File: config.mk
export PLATFORM = sky130hd
export DESIGN_NAME = ir_pulse_width_decoder_flat
export DESIGN_NICKNAME = d
export VERILOG_FILES = /design/src/irpwd_pkg.sv /design/src/irpwd_if.sv /design/src/irpwd_frame.sv /design/src/ir_pulse_width_decoder.sv /design/src/flat_wrapper.sv
export SDC_FILE = /design/constraint.sdc
export NUM_CORES = 1
export LEC_CHECK = 0
export BUFFER_PORTS_ARGS = -buffer_cell sky130_fd_sc_hd__buf_4
export CORE_UTILIZATION = 50
export CTS_CLUSTER_DIAMETER = 100
export CTS_CLUSTER_SIZE = 20
export DETAILED_ROUTE_END_ITERATION = 10
export PLACE_DENSITY = 0.73
export SKIP_CTS_REPAIR_TIMING = 1
export SLEW_MARGIN = 0
export SYNTH_ARGS = -nofsm -noshare
export SYNTH_HDL_FRONTEND = slang
export SYNTH_SLANG_ARGS = --single-unit
File: constraint.sdc
create_clock -name clk -period 6.25 [get_ports clk]
set_clock_uncertainty 0.05 [all_clocks]
set_input_delay 0.9375 -clock clk [delete_from_list [all_inputs] [get_ports clk]]
set_output_delay 0.9375 -clock clk [all_outputs]
set_load 0.005 [all_outputs]
File: src/irpwd_pkg.sv
// irpwd_pkg: shared types, constants and register codes for the IR pulse width decoder.
// No dependencies; used by every other file of the block.
package irpwd_pkg;

  localparam int SLOTS    = 64;
  localparam int SLOT_W   = $clog2(SLOTS + 1);
  localparam int IVL_W    = 8;
  localparam int CODE_W   = 16;
  localparam int COUNT_W  = 16;
  localparam int SKIP_W   = 6;
  localparam int CFG_IDX_W  = 2;
  localparam int CFG_DATA_W = 8;

  localparam logic [IVL_W-1:0] ONE_THRESHOLD_RESET = IVL_W'(30);

  typedef enum logic [CFG_IDX_W-1:0] {
    CFG_START_THRESHOLD = 2'd0,
    CFG_SKIP_COUNT      = 2'd1,
    CFG_ONE_THRESHOLD   = 2'd2
  } cfg_idx_t;

  typedef struct packed {
    logic [IVL_W-1:0]  start_threshold;
    logic [SKIP_W-1:0] skip_count;
    logic [IVL_W-1:0]  one_threshold;
  } cfg_t;

  typedef struct packed {
    logic              capturing;
    logic [SLOT_W-1:0] slot_index;
    logic [SLOT_W-1:0] first_data_slot;
    logic [CODE_W-1:0] code_accum;
    logic              stopped;
  } frame_t;

  localparam frame_t FRAME_IDLE = '{
    capturing:       1'b0,
    slot_index:      '0,
    first_data_slot: '0,
    code_accum:      '0,
    stopped:         1'b0
  };

endpackage

File: src/irpwd_if.sv
// irpwd_ev_if / irpwd_res_if: valid/ready channels for detector events and decoded codes.
// Depends on irpwd_pkg for field widths.
interface irpwd_ev_if;
  logic                        valid;
  logic                        ready;
  logic                        opcode;
  logic [irpwd_pkg::IVL_W-1:0] interval;

  modport source (output valid, output opcode, output interval, input ready);
  modport sink   (input valid, input opcode, input interval, output ready);
endinterface

interface irpwd_res_if;
  logic                          valid;
  logic                          ready;
  logic [irpwd_pkg::CODE_W-1:0]  code;
  logic [irpwd_pkg::COUNT_W-1:0] code_count;

  modport source (output valid, output code, output code_count, input ready);
  modport sink   (input valid, input code, input code_count, output ready);
endinterface

File: src/irpwd_frame.sv
// irpwd_frame: next-state logic of the frame decoder for one event item.
// Depends on irpwd_pkg (frame_t, cfg_t, widths).
module irpwd_frame (
  input  irpwd_pkg::frame_t                st,
  input  irpwd_pkg::cfg_t                  cfg,
  input  logic                             opcode,
  input  logic [irpwd_pkg::IVL_W-1:0]      interval,
  output irpwd_pkg::frame_t                st_next,
  output logic                             emit,
  output logic [irpwd_pkg::CODE_W-1:0]     emit_code
);

  localparam logic [irpwd_pkg::SLOT_W-1:0] LastSlot = irpwd_pkg::SLOT_W'(irpwd_pkg::SLOTS - 1);

  logic                            start_hit;
  logic [irpwd_pkg::SLOT_W-1:0]    first_slot;
  logic [irpwd_pkg::CODE_W-1:0]    code_bit;
  logic [irpwd_pkg::CODE_W-1:0]    code_new;
  logic                            stop_new;
  logic                            collect;
  logic                            last;

  always_comb begin
    start_hit  = (cfg.start_threshold != '0) && (interval >= cfg.start_threshold);
    first_slot = (st.slot_index == '0)
               ? irpwd_pkg::SLOT_W'({1'b0, cfg.skip_count}) + irpwd_pkg::SLOT_W'(start_hit)
               : st.first_data_slot;
    last       = (st.slot_index == LastSlot);
    collect    = (st.slot_index >= first_slot) && !st.stopped;
    code_bit   = st.code_accum | irpwd_pkg::CODE_W'(interval >= cfg.one_threshold);
    code_new   = st.code_accum;
    stop_new   = st.stopped;
    if (collect) begin
      if (interval == '0) begin
        stop_new = 1'b1;
      end else if (last) begin
        code_new = code_bit;
      end else begin
        code_new = {code_bit[irpwd_pkg::CODE_W-2:0], 1'b0};
      end
    end
  end

  always_comb begin
    st_next   = st;
    emit      = 1'b0;
    emit_code = st.code_accum;
    if (opcode) begin
      if (st.capturing) begin
        emit    = (st.code_accum != '0);
        st_next = irpwd_pkg::FRAME_IDLE;
      end
    end else if (!st.capturing) begin
      st_next           = irpwd_pkg::FRAME_IDLE;
      st_next.capturing = 1'b1;
    end else if (last) begin
      emit      = (code_new != '0);
      emit_code = code_new;
      st_next   = irpwd_pkg::FRAME_IDLE;
    end else begin
      st_next.slot_index      = st.slot_index + 1'b1;
      st_next.first_data_slot = first_slot;
      st_next.code_accum      = code_new;
      st_next.stopped         = stop_new;
    end
  end

endmodule

File: src/ir_pulse_width_decoder.sv
// ir_pulse_width_decoder: top level of the IR remote pulse width decoder.
// Depends on irpwd_pkg, irpwd_if (channels) and irpwd_frame (per-item update).
//
//   channel  dir  handshake     payload
//   ev       in   valid/ready   opcode, interval
//   res      out  valid/ready   code, code_count
//   cfg      in   cfg_we        cfg_index, cfg_data
//
// One event item per cycle while ev.ready is high; its result is in the output register the next cycle.
// The frame update is combinational and feeds a one-deep output register.
// ev.ready drops only while a result waits in the output register and res.ready is low.
// rst is synchronous, active high; clears frame state and code count, resets config.
module ir_pulse_width_decoder (
  input  logic                                clk,
  input  logic                                rst,
  irpwd_ev_if.sink                            ev,
  irpwd_res_if.source                         res,
  input  logic                                cfg_we,
  input  logic [irpwd_pkg::CFG_IDX_W-1:0]     cfg_index,
  input  logic [irpwd_pkg::CFG_DATA_W-1:0]    cfg_data
);

  irpwd_pkg::cfg_t                   cfg;
  irpwd_pkg::frame_t                 st;
  irpwd_pkg::frame_t                 st_next;
  logic [irpwd_pkg::COUNT_W-1:0]     total;
  logic [irpwd_pkg::COUNT_W-1:0]     total_next;
  logic                              emit;
  logic [irpwd_pkg::CODE_W-1:0]      emit_code;
  logic                              out_valid;
  logic [irpwd_pkg::CODE_W-1:0]      out_code;
  logic [irpwd_pkg::COUNT_W-1:0]     out_count;
  logic                              accept;

  irpwd_frame u_frame (
    .st        (st),
    .cfg       (cfg),
    .opcode    (ev.opcode),
    .interval  (ev.interval),
    .st_next   (st_next),
    .emit      (emit),
    .emit_code (emit_code)
  );

  assign ev.ready   = !out_valid || res.ready;
  assign accept     = ev.valid && ev.ready;
  assign total_next = total + 1'b1;

  assign res.valid      = out_valid;
  assign res.code       = out_code;
  assign res.code_count = out_count;

  always_ff @(posedge clk) begin
    if (rst) begin
      cfg.start_threshold <= '0;
      cfg.skip_count      <= '0;
      cfg.one_threshold   <= irpwd_pkg::ONE_THRESHOLD_RESET;
    end else if (cfg_we) begin
      case (irpwd_pkg::cfg_idx_t'(cfg_index))
        irpwd_pkg::CFG_START_THRESHOLD: cfg.start_threshold <= cfg_data;
        irpwd_pkg::CFG_SKIP_COUNT:      cfg.skip_count      <= cfg_data[irpwd_pkg::SKIP_W-1:0];
        irpwd_pkg::CFG_ONE_THRESHOLD:   cfg.one_threshold   <= cfg_data;
        default: ;
      endcase
    end
  end

  always_ff @(posedge clk) begin
    if (rst) begin
      st        <= irpwd_pkg::FRAME_IDLE;
      total     <= '0;
      out_valid <= 1'b0;
    end else begin
      if (accept) begin
        st <= st_next;
      end
      if (accept && emit) begin
        total     <= total_next;
        out_valid <= 1'b1;
      end else if (res.ready) begin
        out_valid <= 1'b0;
      end
    end
  end

  always_ff @(posedge clk) begin
    if (accept && emit) begin
      out_code  <= emit_code;
      out_count <= total_next;
    end
  end

endmodule

File: src/flat_wrapper.sv
// flat-port wrapper written by rule: the top's interface ports become plain ports
module ir_pulse_width_decoder_flat 
  (clk, rst, cfg_we, cfg_index, cfg_data, ev_valid, ev_opcode, ev_interval, ev_ready, res_valid, res_code, res_code_count, res_ready);
  irpwd_ev_if ev_i ();
  irpwd_res_if res_i ();
  input  logic clk;
  input  logic rst;
  input  logic cfg_we;
  input  logic [irpwd_pkg::CFG_IDX_W-1:0] cfg_index;
  input  logic [irpwd_pkg::CFG_DATA_W-1:0] cfg_data;
  input wire logic [$bits(ev_i.valid)-1:0] ev_valid;
  input wire logic [$bits(ev_i.opcode)-1:0] ev_opcode;
  input wire logic [$bits(ev_i.interval)-1:0] ev_interval;
  output wire logic [$bits(ev_i.ready)-1:0] ev_ready;
  output wire logic [$bits(res_i.valid)-1:0] res_valid;
  output wire logic [$bits(res_i.code)-1:0] res_code;
  output wire logic [$bits(res_i.code_count)-1:0] res_code_count;
  input wire logic [$bits(res_i.ready)-1:0] res_ready;
  assign ev_i.valid = ev_valid;
  assign ev_i.opcode = ev_opcode;
  assign ev_i.interval = ev_interval;
  assign ev_ready = ev_i.ready;
  assign res_valid = res_i.valid;
  assign res_code = res_i.code;
  assign res_code_count = res_i.code_count;
  assign res_i.ready = res_ready;
  ir_pulse_width_decoder u_core (.clk(clk), .rst(rst), .ev(ev_i), .res(res_i), .cfg_we(cfg_we), .cfg_index(cfg_index), .cfg_data(cfg_data));
endmodule
* Word level (Yosys, flattened, before mapping)
Cells that the tools add are included.
** Cells by class
- Add/subtract/negate cells :: 3
- Order comparisons :: 3
- Equal/unequal tests :: 6
- Multiplexer cells :: 20
- Bitwise logic cells :: 1
- Reduce and logical (&&, ||, !) cells :: 19
** Operators with widths (count)
- $mux 16 :: 6
- $mux 32 :: 2
- $mux 31 :: 2
- $reduce_bool 16->1 :: 2
- $add 16x1->16 const B :: 1
- $ge 8x8->1 :: 2
- $or 16x1->16 :: 1
- $mux 1 :: 9
- $logic_not 8->1 :: 1
- $ne 4x4->1 const B :: 2
- $reduce_and 2->1 :: 4
- $reduce_bool 8->1 :: 1
- $add 6x1->7 :: 1
- $add 7x1->7 const B :: 1
- $eq 7x6->1 const B :: 1
- $ge 7x7->1 :: 1
- $logic_not 7->1 :: 1
- $mux 7 :: 1
- $logic_and 1x1->1 :: 4
- $reduce_and 4->1 :: 1
- $eq 2x1->1 const B :: 1
- $eq 2x2->1 const B :: 1
- $logic_not 1->1 :: 2
- $logic_not 2->1 :: 1
- other kinds (3) :: 3
** Storage, ports and cells
- Flip-flop bits (word level) :: 103

* Longest topological paths before layout
Gate-level depths: netlist of run 1.
- Depth after elaboration :: 13
- Gate-level depth with buffers :: 25

* By module
Synthesis of run 1 repeated with hierarchy kept, for this count alone.
** Unflattened totals
- Cells, all modules :: 618
- Area total of the unflattened synthesis :: 5447.7 sq um
** Modules (own cells, without submodules)
- ir_pulse_width_decoder :: instances 1, cells an instance 371, area each 3819.9 sq um, sequential area each 2382.3 sq um
- irpwd_frame :: instances 1, cells an instance 247, area each 1627.8 sq um, sequential area each 0.0 sq um

* Least setup slack after synthesis of run 1
Ideal clock, no wire load.
- Path kind :: input to register
- Start :: input ev_interval[0]
- End :: register u_core.out_code, in the netlist u_core.res.code[0], enable pin
- Setup time :: 387 ps
- Data arrival time :: 5138 ps
- Slack :: 675 ps
- Stages on the path :: 24
- Buffers on the path :: 2
- Cell sequence :: inv_1 -> ha_1 -> nand2b_1 -> a21o_1 -> a21oi_1 -> nor2b_1 -> o21ai_0 -> a21oi_1 -> o31a_1 -> ha_1 -> ha_1 -> nand3_1 -> xor2_1 -> nor2_1 -> a21oi_1 -> ha_1 -> and3_4 -> o211ai_2 -> o21a_1 -> o41a_1 -> a31o_4 -> buf_6 -> buf_4 -> inv_1
** On the way
- Longest elaborated chain between the ends :: 12
** RTL lines
- start, declared :: line flat_wrapper.sv:13 : input wire logic [$bits(ev_i.interval)-1:0] ev_interval;
- $ge 8x8->1 :: line irpwd_frame.sv:24 : start_hit = (cfg.start_threshold != '0) && (interval >= cfg.start_threshold);
- $logic_and 1x1->1 :: line irpwd_frame.sv:24
- $add 6x1->7 :: line irpwd_frame.sv:26 : ? irpwd_pkg::SLOT_W'({1'b0, cfg.skip_count}) + irpwd_pkg::SLOT_W'(start_hit)
- $mux 7 :: line irpwd_frame.sv:26
- $ge 7x7->1 :: line irpwd_frame.sv:29 : collect = (st.slot_index >= first_slot) && !st.stopped;
- $logic_and 1x1->1 :: line irpwd_frame.sv:29
- $mux 16 * :: line irpwd_frame.sv:33 : if (collect) begin
- $reduce_bool 16->1 * :: line irpwd_frame.sv:57 : emit = (code_new != '0);
- $mux 1 * :: line irpwd_frame.sv:56 : end else if (last) begin
- $mux 1 * :: line irpwd_frame.sv:53 : end else if (!st.capturing) begin
- $mux 1 * :: line irpwd_frame.sv:48 : if (opcode) begin
- $logic_and 1x1->1 * :: line ir_pulse_width_decoder.sv:87 : if (accept && emit) begin
- end signal, assigned :: line ir_pulse_width_decoder.sv:88 : out_code <= emit_code;
- end, declared :: line ir_pulse_width_decoder.sv:31 : logic [irpwd_pkg::CODE_W-1:0] out_code;
Mark *: on every way between the ends. The rest lies on a longest branch, timed or not.
A chain may end at the register's enable or synchronous reset.

* Final worst setup path of run 1
- Start :: input ev_interval[0]
- End :: register u_core.out_code, in the netlist u_core.res.code[5], enable pin
Same word-level chain as after synthesis.

==> results of run 1 <==
[cell type report]
class,instances,area (sq um)
inverter,24,90.1
fill,791,3820
tap,111,139
clock inverter,7,88.8
multi-input combinational,328,2110
clock buffer,9,124
sequential,103,2380
timing repair buffer,59,443
[registers in the layout, indices dropped and copies added (netlist names)]
name                   cells
u_core.cfg                22
u_core.res.code           16
u_core.res.code_count     16
u_core.res.valid           1
u_core.st                 32
u_core.total              16
[cells by family after synthesis]
family                     synth area share
adders and majority gates            0.0742
DFF                                   0.504
xor gates and xnor gates             0.0426
and+or+nand+nor                       0.164
muxes                                0.0321
AOI/OAI and AO/OA                     0.134
buffers and inverters                0.0487
[per-stage QoR]
stage,area [sq um],power [uW],std cells
final,5380,1230,641
after global routing,5380,1290,641
after global placement,5160,801,625
after CTS,5380,1240,641
after floorplan,4720,772,487
after detailed placement,5160,804,625
[metal layers]
metal,wire length (microns),vias up
li1,-,1789
met1,4270,1683
met2,4300,82
met3,346,12
met4,149,0
met5,0,-
[power breakdown]
group | total, uW | internal [uW] | switching, uW
registers | 697 | 692 | 4.75
clock network | 442 | 195 | 247
logic | 92.9 | 40.0 | 52.8
total | 1230 | 927 | 305
[worst max-delay path: stages]
cell      delay (ps)
buf_4            110
inv_1             70
ha_1             220
nand2b_1         140
a21o_1           170
a21oi_1          140
nor2b_1           60
o21ai_0          140
a21oi_1           80
o31a_1           270
ha_1             220
ha_1             220
nand3_1          130
xor2_1           150
nor2_1            50
a21oi_1          210
ha_1             280
and3_4           160
a221oi_1         290
o21a_1           220
o41ai_1          100
a31o_4           360
inv_1             80
buf_4            350
[placed cells by master, fill, tap and decap left out, types with 3 or more instances in the layout]
cell | Yosys | routed
nand4_1 | 3 | 3
xnor2_1 | 17 | 17
a211oi_1 | 3 | 3
edfxtp_1 | 32 | 32
nand2b_1 | 9 | 9
nand3b_1 | 4 | 4
and3_1 | 4 | 4
or3_1 | 17 | 17
mux2i_1 | 14 | 14
inv_8 | 0 | 3
o21ai_1 | 4 | 4
a22oi_1 | 15 | 15
a21oi_1 | 43 | 43
nand2_1 | 14 | 14
dfxtp_1 | 71 | 71
a21o_1 | 5 | 5
nor3_1 | 3 | 3
o21ai_0 | 19 | 19
or4_1 | 3 | 3
ha_1 | 28 | 28
clkbuf_8 | 0 | 9
xor2_1 | 6 | 6
nand3_1 | 13 | 13
nor4_1 | 6 | 6
nor2_1 | 75 | 75
inv_1 | 24 | 24
buf_4 | 1 | 59
[final timing paths]
path / startpoint / endpoint / depth (start not counted)
worst max-delay path: ev_interval[0] / u_core.res.code[5]$_DFFE_PP_ / 24
worst min register to register: u_core.st[18]$_SDFFE_PP0P_ / u_core.st[18]$_SDFFE_PP0P_ / 2
worst min-delay path: u_core.st[18]$_SDFFE_PP0P_ / u_core.st[18]$_SDFFE_PP0P_ / 2
worst max register to register: u_core.cfg[14]$_SDFFE_PP0P_ / u_core.res.code[5]$_DFFE_PP_ / 22
==> impl_metrics.json, run 1 <==
{
  "relSlewSlack": 0.408,
  "grt-busiest-layer": "met2",
  "p_leak_uw": 0.00216,
  "final_hold_viol_count": 0,
  "htreeDepth": 3,
  "dpl_worst_slack_ps": 711,
  "setup-tns-final_ps": 0,
  "grt_pass1_wl_microns": 15200,
  "synth_top_flop_cell": "dfxtp_1",
  "grt_max_degree": 67,
  "endpoint_kind": "flip-flop",
  "antenna_cells": 0,
  "fin_crit_sh": 0.830,
  "grt_antenna_before_repair": 0,
  "grt_remaining_overflow": 0,
  "fin_ws_ps": 1060,
  "core_sq_mm": 0.00920,
  "syn_inst": 487,
  "synth_cell_types": 48,
  "layout.nets": 577,
  "fin_util": 0.585,
  "drtAntennaViolNets": 0,
  "cp-start-kind": "input pin",
  "dieHeight_microns": 99.2,
  "vdd_drop_max_mv": 0.112,
  "clock_latency_ps": 370,
  "powerDensity_mw_per_mm2": 229,
  "gp_congestion": 0.820,
  "synthTopCellsByCount": "nor2_1, dfxtp_1, a21oi_1",
  "r2r_setup_slack_ps": 1410,
  "grtUsageMet2": 0.323,
  "via_count": 3566,
  "synthArstFlopShare": 0,
  "drt_iter0_markers": 181,
  "synth_area_per_cell_sq_um": 9.70,
  "fp.dieW_microns": 99.2,
  "yosysSeqAreaShare": 0.504,
  "dieArea_sq_mm": 0.00984,
  "grtUsageMet3": 0.0422,
  "status": "complete, no violations",
  "hpwl_microns": 6270,
  "cts.sinks": 103,
  "layout-drive-gt1-share": 0.151,
  "drcViolationCount": 0,
  "synthesis.area_sq_mm": 0.00472,
  "grt_pass1_vias": 3301,
  "io_pins": 58,
  "tightest_slew_ps": 884,
  "cp_max_fo": 32,
  "synth-edff-count": 32,
  "wirelength_microns": 9060,
  "use_met1": 0.252,
  "critical_path_class": "input pin to flip-flop",
  "synth_top_area_share": 0.301,
  "clock-root-buffer": "clkbuf_8",
  "maxSlewViolCount": 0,
  "port-buffer-count": 57,
  "fmax_ghz": 0.193,
  "worst_hold_path_type": "flip-flop to flip-flop",
  "synth.area.top_cells": "dfxtp_1, edfxtp_1, ha_1",
  "first_pass_iters": 4,
  "finalCriticalPeriod_ps": 5190,
  "holdWs_ps": 452,
  "clock_path_buffers": 2,
  "cts_tree": "yes",
  "synth_top_area_cell": "dfxtp_1",
  "avgRoutedWirePerCell_microns": 14.1,
  "ys_seq_elements": 103,
  "synth_fp_nets": 539,
  "yosysMostFrequentCell": "nor2_1",
  "cap_viol_max_count": 0,
  "clk_pin_slew_ps": 110,
  "cts_buffers": 9,
  "required_ps": 6240,
  "grtUsageTotal": 0.195,
  "rows": 35,
  "vias_per_cell": 5.56,
  "rsz0062_at_grt": "no",
  "yosys_warnings": 0,
  "arrival_ps": 5180,
  "start_util": 0.514,
  "area_growth_pct": 13.9,
  "setup_viol_count_final": 0
}
No activity file was read; power rests on OpenSTA's default activity.
==> inputs of run 2 (changes only) <==
ABC_AREA = 1   (was unset)
clock period = 5.37 ns   (was 6.25 ns; I/O delays follow)
==> impl_metrics.json, run 2 <==
{
  "grt_antenna_before_repair": 0,
  "rsz0062_at_grt": "no",
  "synth_cell_types": 33,
  "worst_hold_path_type": "flip-flop to flip-flop",
  "yosysMostFrequentCell": "nand2_1",
  "p_leak_uw": 0.00283,
  "synth-edff-count": 32,
  "dp_cells": 907,
  "critPathMostFrequentCell": "nand2_1",
  "drt_iter0_markers": 204,
  "core_sq_mm": 0.0105,
  "wirelength_microns": 12000,
  "path_delay_family": "simple AND/OR/NAND/NOR gates",
  "top_register": "u_core.st",
  "via_count": 4870,
  "synthTopCellsByCount": "nand2_1, inv_1, nor2_1",
  "holdWs_ps": 410,
  "powerDensity_mw_per_mm2": 244,
  "final_hold_viol_count": 0,
  "clock_path_buffers": 2,
  "slowest_delay_ps": 350,
  "grtUsageTotal": 0.220,
  "fin_crit_sh": 0.906,
  "hpwl_microns": 8470,
  "arrival_ps": 4940,
  "fp.dieW_microns": 107,
  "cts.sinks": 103,
  "avgRoutedWirePerCell_microns": 12.9,
  "power_switching_uw": 438,
  "final_cells": 926,
  "syn_inst": 746,
  "first_pass_iters": 5,
  "dieArea_sq_mm": 0.0114,
  "layout_common_cells": "nand2_1, inv_1, nor2_1, dfxtp_1, buf_4",
  "synthesis.area_sq_mm": 0.00549,
  "gp_congestion": 0.839,
  "synth.area.top_cells": "dfxtp_1, edfxtp_1, nand2_1",
  "maxSlewViolCount": 0,
  "clock-root-buffer": "clkbuf_8",
  "port-buffer-count": 57,
  "layout.nets": 837,
  "area_growth_pct": 13.4,
  "finalCriticalPeriod_ps": 4870,
  "power_frac_seq": 0.541,
  "endpoint_kind": "flip-flop",
  "grt_remaining_overflow": 0,
  "nFillCells": 952,
  "setup_viol_count_final": 0,
  "critPathSlowestCell": "ha_1",
  "grt_pass1_wl_microns": 20300,
  "synth_top_area_share": 0.259,
  "antenna_cells": 0,
  "tightest_slew_ps": 1130,
  "cp_max_fo": 32,
  "clock_power_share": 0.309,
  "ys_seq_elements": 103,
  "layout-drive-gt1-share": 0.125,
  "largest_register_ffs": 32,
  "critical_path_class": "input pin to flip-flop",
  "final_common_cell": "nand2_1",
  "start_util": 0.525,
  "synthArstFlopShare": 0,
  "required_ps": 5440,
  "synth_top_area_cell": "dfxtp_1",
  "cts_buffers": 9,
  "largestRegisters": "u_core.st (32), u_core.cfg (22)",
  "vias_per_cell": 5.26,
  "synth_fp_nets": 798,
  "dieHeight_microns": 107,
  "p_sw_frac": 0.289,
  "yosys_warnings": 0,
  "yosysSeqAreaShare": 0.434,
  "clock_latency_ps": 370,
  "crit_buf_inv": 6,
  "grt_pass1_vias": 4586,
  "synth_area_per_cell_sq_um": 7.36,
  "cp-start-kind": "input pin",
  "drtAntennaViolNets": 0,
  "io_pins": 58,
  "synth_top_flop_cell": "dfxtp_1",
  "clk_pin_slew_ps": 100,
  "fmax_ghz": 0.206,
  "status": "complete, no violations",
  "grt_max_degree": 39,
  "finalInstanceArea_sq_mm": 0.00622,
  "htreeDepth": 3,
  "internal_power_uw": 1080,
  "cts_tree": "yes",
  "comb_power_share": 0.151,
  "cap_viol_max_count": 0,
  "relSlewSlack": 0.243,
  "vdd_drop_max_mv": 0.167,
  "dpl_cell_area_sq_mm": 0.00599,
  "drcViolationCount": 0,
  "rows": 37
}
## run 2: layout make-up
class / instances / area (sq um) / share of cell area
clock buffer: 9 / 124 / 0.0199
clock inverter: 7 / 61.3 / 0.00985
inverter: 78 / 297 / 0.0476
multi-input combinational: 527 / 2670 / 0.429
sequential: 103 / 2380 / 0.383
tap: 136 / 170 / 0.0273
timing repair buffer: 66 / 520 / 0.0836
## run 2: worst min-delay path, cell delays in order (launching register included)
cell and delay, ps:
dfxtp_1 330, inv_1 50, a21oi_1 50
## run 2: power by group through the flow
| stage | registers (uW) | clock network [uW] | logic [uW] |
|---|---|---|---|
| 3_5_place_dp | 838 | 0 | 198 |
| 5_1_grt | 822 | 509 | 258 |
| 6_report | 820 | 468 | 229 |
| 2_1_floorplan | 836 | 0 | 141 |
| 3_3_place_gp | 837 | 0 | 192 |
| 4_1_cts | 820 | 474 | 199 |
## run 2: path summary, 6_finish.rpt
kind / startpoint / to / slack, ps / cells after the start
setup / recovery: ev_interval[0] / u_core.res.code[13]$_DFFE_PP_ / 500 / 38
hold / removal: u_core.cfg[8]$_SDFFE_PP0P_ / u_core.cfg[8]$_SDFFE_PP0P_ / 410 / 2
setup reg to reg: u_core.cfg[14]$_SDFFE_PP0P_ / u_core.res.code[13]$_DFFE_PP_ / 720 / 36
hold reg to reg: u_core.cfg[8]$_SDFFE_PP0P_ / u_core.cfg[8]$_SDFFE_PP0P_ / 410 / 2
## run 2: stage by stage
stage                util  TNS (ps)  setup slack, ps  power (uW)
floorplan               -         0             94.6         977
global placement    0.572         0             52.4        1030
detailed placement  0.572     -2560            -80.5        1040
CTS                 0.590         0              293        1490
global route        0.595         0             25.8        1590
finish              0.595         0              504        1520
## run 2: cells by family (layout without fill, tap and decap cells)
group | count (synthesis) | in the layout | synth area share
mux | 1 | 1 | 0.00182
buf+inv | 117 | 160 | 0.0853
fa+ha+maj | 28 | 28 | 0.0638
compound gates | 104 | 104 | 0.102
flops | 103 | 103 | 0.434
simple gates | 375 | 376 | 0.284
xor+xnor | 18 | 18 | 0.0287
## run 2: routing by layer
layer	share of wire	global-route usage	wire (microns)	up-vias
li1	-	-	-	2466
met1	0.45	0.275	5390	2242
met2	0.49	0.387	5870	141
met3	0.045	0.0280	534	21
met4	0.015	0.0783	178	0
met5	0	0	0	-
==> inputs of run 3 (changes only) <==
ABC_AREA = unset   (was 1)
GPL_TIMING_DRIVEN = 0   (was unset)
SYNTH_HIERARCHICAL = 1   (was unset)
==> impl_metrics.json, run 3 <==
{
  "finalPower_uw": 1450,
  "synthMuxAreaShare": 0.0356,
  "hpwl_microns": 8580,
  "setup_viol_count_final": 0,
  "fp.dieW_microns": 106,
  "tightest_slew_ps": 612,
  "synthesis.area_sq_mm": 0.00545,
  "largestRegisters": "u_core/st (32), u_core/cfg (22)",
  "synth_top_area_share": 0.261,
  "synth_simple_gate_area_frac": 0.216,
  "p_leak_uw": 0.00234,
  "io_pins": 58,
  "dieArea_sq_mm": 0.0113,
  "grt_antenna_before_repair": 0,
  "synth_compound_area_frac": 0.140,
  "wirelength_microns": 12100,
  "yosysSeqAreaShare": 0.437,
  "hp-start": "u_core/cfg[4]$_SDFFE_PP1P_",
  "fmax_ghz": 0.191,
  "yosys.area_share.xor_xnor": 0.0402,
  "synth_top_flop_cell": "dfxtp_1",
  "cts_tree": "yes",
  "clk_pin_slew_ps": 100,
  "r2r_setup_slack_ps": 360,
  "core_sq_mm": 0.0105,
  "drt_iter0_markers": 226,
  "clock-root-buffer": "clkbuf_8",
  "cap_viol_max_count": 0,
  "layout-drive-gt1-share": 0.178,
  "drtAntennaViolNets": 0,
  "synth_cell_types": 60,
  "gp_congestion": 0.908,
  "synth_area_per_cell_sq_um": 8.82,
  "nFillCells": 899,
  "relSlewSlack": 0.588,
  "cts_buffers": 9,
  "first_pass_iters": 6,
  "min_to": "u_core/cfg[4]$_SDFFE_PP1P_",
  "fin_crit_sh": 0.974,
  "finalCriticalPeriod_ps": 5230,
  "status": "complete, no violations",
  "largest_register_ffs": 32,
  "clock_path_buffers": 2,
  "final_hold_viol_count": 0,
  "synth-edff-count": 32,
  "final_common_cell": "nand2_1",
  "dpl_cell_area_sq_mm": 0.00605,
  "synth_fa_ha_area_frac": 0.0643,
  "required_ps": 5410,
  "endpoint_kind": "flip-flop",
  "register_area_sq_mm": 0.00238,
  "worst-r2r-cell-count": 23,
  "yosysMostFrequentCell": "nand2_1",
  "rr_startpoint": "u_core/cfg[14]$_SDFFE_PP0P_",
  "grt_pass1_vias": 4172,
  "grt_remaining_overflow": 0,
  "synthArstFlopShare": 0,
  "ys_seq_elements": 103,
  "start_util": 0.521,
  "top_register": "u_core/st",
  "htreeDepth": 3,
  "layout.nets": 745,
  "worst_hold_path_type": "flip-flop to flip-flop",
  "vdd_drop_max_mv": 0.120,
  "arrival_ps": 5270,
  "r2r_end": "u_core/res.code[1]$_DFFE_PP_",
  "antenna_cells": 0,
  "synth_fp_nets": 670,
  "synthTopCellsByCount": "nand2_1, dfxtp_1, a21oi_1",
  "grt_pass1_wl_microns": 19900,
  "finalInstanceArea_sq_mm": 0.00640,
  "area_growth_pct": 17.5,
  "yosys_warnings": 6,
  "critPathMostFrequentCell": "ha_1",
  "syn_inst": 618,
  "synth_top_family_by_area": "simple AND/OR/NAND/NOR gates",
  "rows": 37,
  "cp_max_fo": 11,
  "cp-start-kind": "input pin",
  "multiInputGateArea_sq_mm": 0.00275,
  "via_count": 4625,
  "cts.sinks": 103,
  "port-buffer-count": 56,
  "critPathSlowestCell": "ha_1",
  "synth.area.top_cells": "dfxtp_1, edfxtp_1, nand2_1",
  "grt_max_degree": 36,
  "powerDensity_mw_per_mm2": 227,
  "maxSlewViolCount": 0,
  "slowest_delay_ps": 310,
  "holdPathStages": 1,
  "avgRoutedWirePerCell_microns": 14.5,
  "grtUsageTotal": 0.223,
  "synth_top_area_cell": "dfxtp_1",
  "clock_latency_ps": 370,
  "vias_per_cell": 5.55,
  "drcViolationCount": 0,
  "dieHeight_microns": 106,
  "critical_path_class": "input pin to flip-flop",
  "layout_common_cells": "nand2_1, dfxtp_1, buf_4, a21oi_1, nor2_1"
}
run 3: area by class of cell:
type / count / share of cell area
inverters: 32 / 0.0193
plain buffers: 46 / 0.0401
repair inverters: 1 / 0.00117
clock buffers: 9 / 0.0193
flip-flops and latches: 103 / 0.372
repair buffers: 63 / 0.0805
well taps: 136 / 0.0266
multi-input cells: 437 / 0.430
clock inverters: 7 / 0.0113
run 3: how the worst max path moves through the flow:
stage / from / end / cells past startpoint
global placement: ev_interval[0] / u_core/total[0]$_SDFFE_PP0P_ / 28
detailed placement: ev_interval[0] / u_core/total[0]$_SDFFE_PP0P_ / 28
floorplan: ev_interval[0] / u_core/total[0]$_SDFFE_PP0P_ / 27
finish: ev_interval[0] / u_core/res.code[1]$_DFFE_PP_ / 25
global route: ev_interval[0] / u_core/res.code[10]$_DFFE_PP_ / 25
CTS: ev_interval[0] / u_core/total[0]$_SDFFE_PP0P_ / 28
run 3: cell families (layout without fill, tap and decap cells):
| kind of cell | Yosys count | count (layout) |
|---|---|---|
| AOI/OAI and AO/OA | 118 | 118 |
| buffers and inverters | 78 | 158 |
| adders and majority gates | 28 | 28 |
| muxes | 19 | 19 |
| DFF | 103 | 103 |
| xor gates and xnor gates | 25 | 25 |
| and+or+nand+nor | 247 | 247 |
run 3: routing by layer:
| metal | part of all wire | vias to the layer above | global-route usage |
|---|---|---|---|
| li1 | - | 2308 | - |
| met4 | 0.015 | 0 | 0.0873 |
| met3 | 0.043 | 16 | 0.0386 |
| met5 | 0 | - | 0 |
| met2 | 0.48 | 127 | 0.353 |
| met1 | 0.46 | 2174 | 0.301 |
run 3: metrics by stage:
| step | hold WS [ps] | setup TNS, ps | cells | util | worst slack, ps |
|---|---|---|---|---|---|
| 3_5_place_dp | 401 | -29770 | 810 | 0.578 | -846 |
| 6_report | 422 | 0 | 834 | 0.612 | 137 |
| 5_1_grt | 438 | -310 | 834 | 0.612 | -41.8 |
| 2_1_floorplan | 385 | 0 | 618 | - | 42.6 |
| 4_1_cts | 424 | -14290 | 826 | 0.597 | -486 |
| 3_3_place_gp | 395 | -27550 | 810 | 0.578 | -777 |
run 3: power breakdown:
group	leakage, uW	internal [uW]	total, uW	switching (uW)
clock	0.0000956	216	482	266
combinational	0.00143	63.6	155	91.4
sequential	0.000817	807	814	6.94
run 3: worst max-delay path, delay by kind of cell:
family	cells	cell delay, ps
simple gates	7	1180
fa+ha+maj	4	970
buf+inv	6	840
compound gates	8	1460
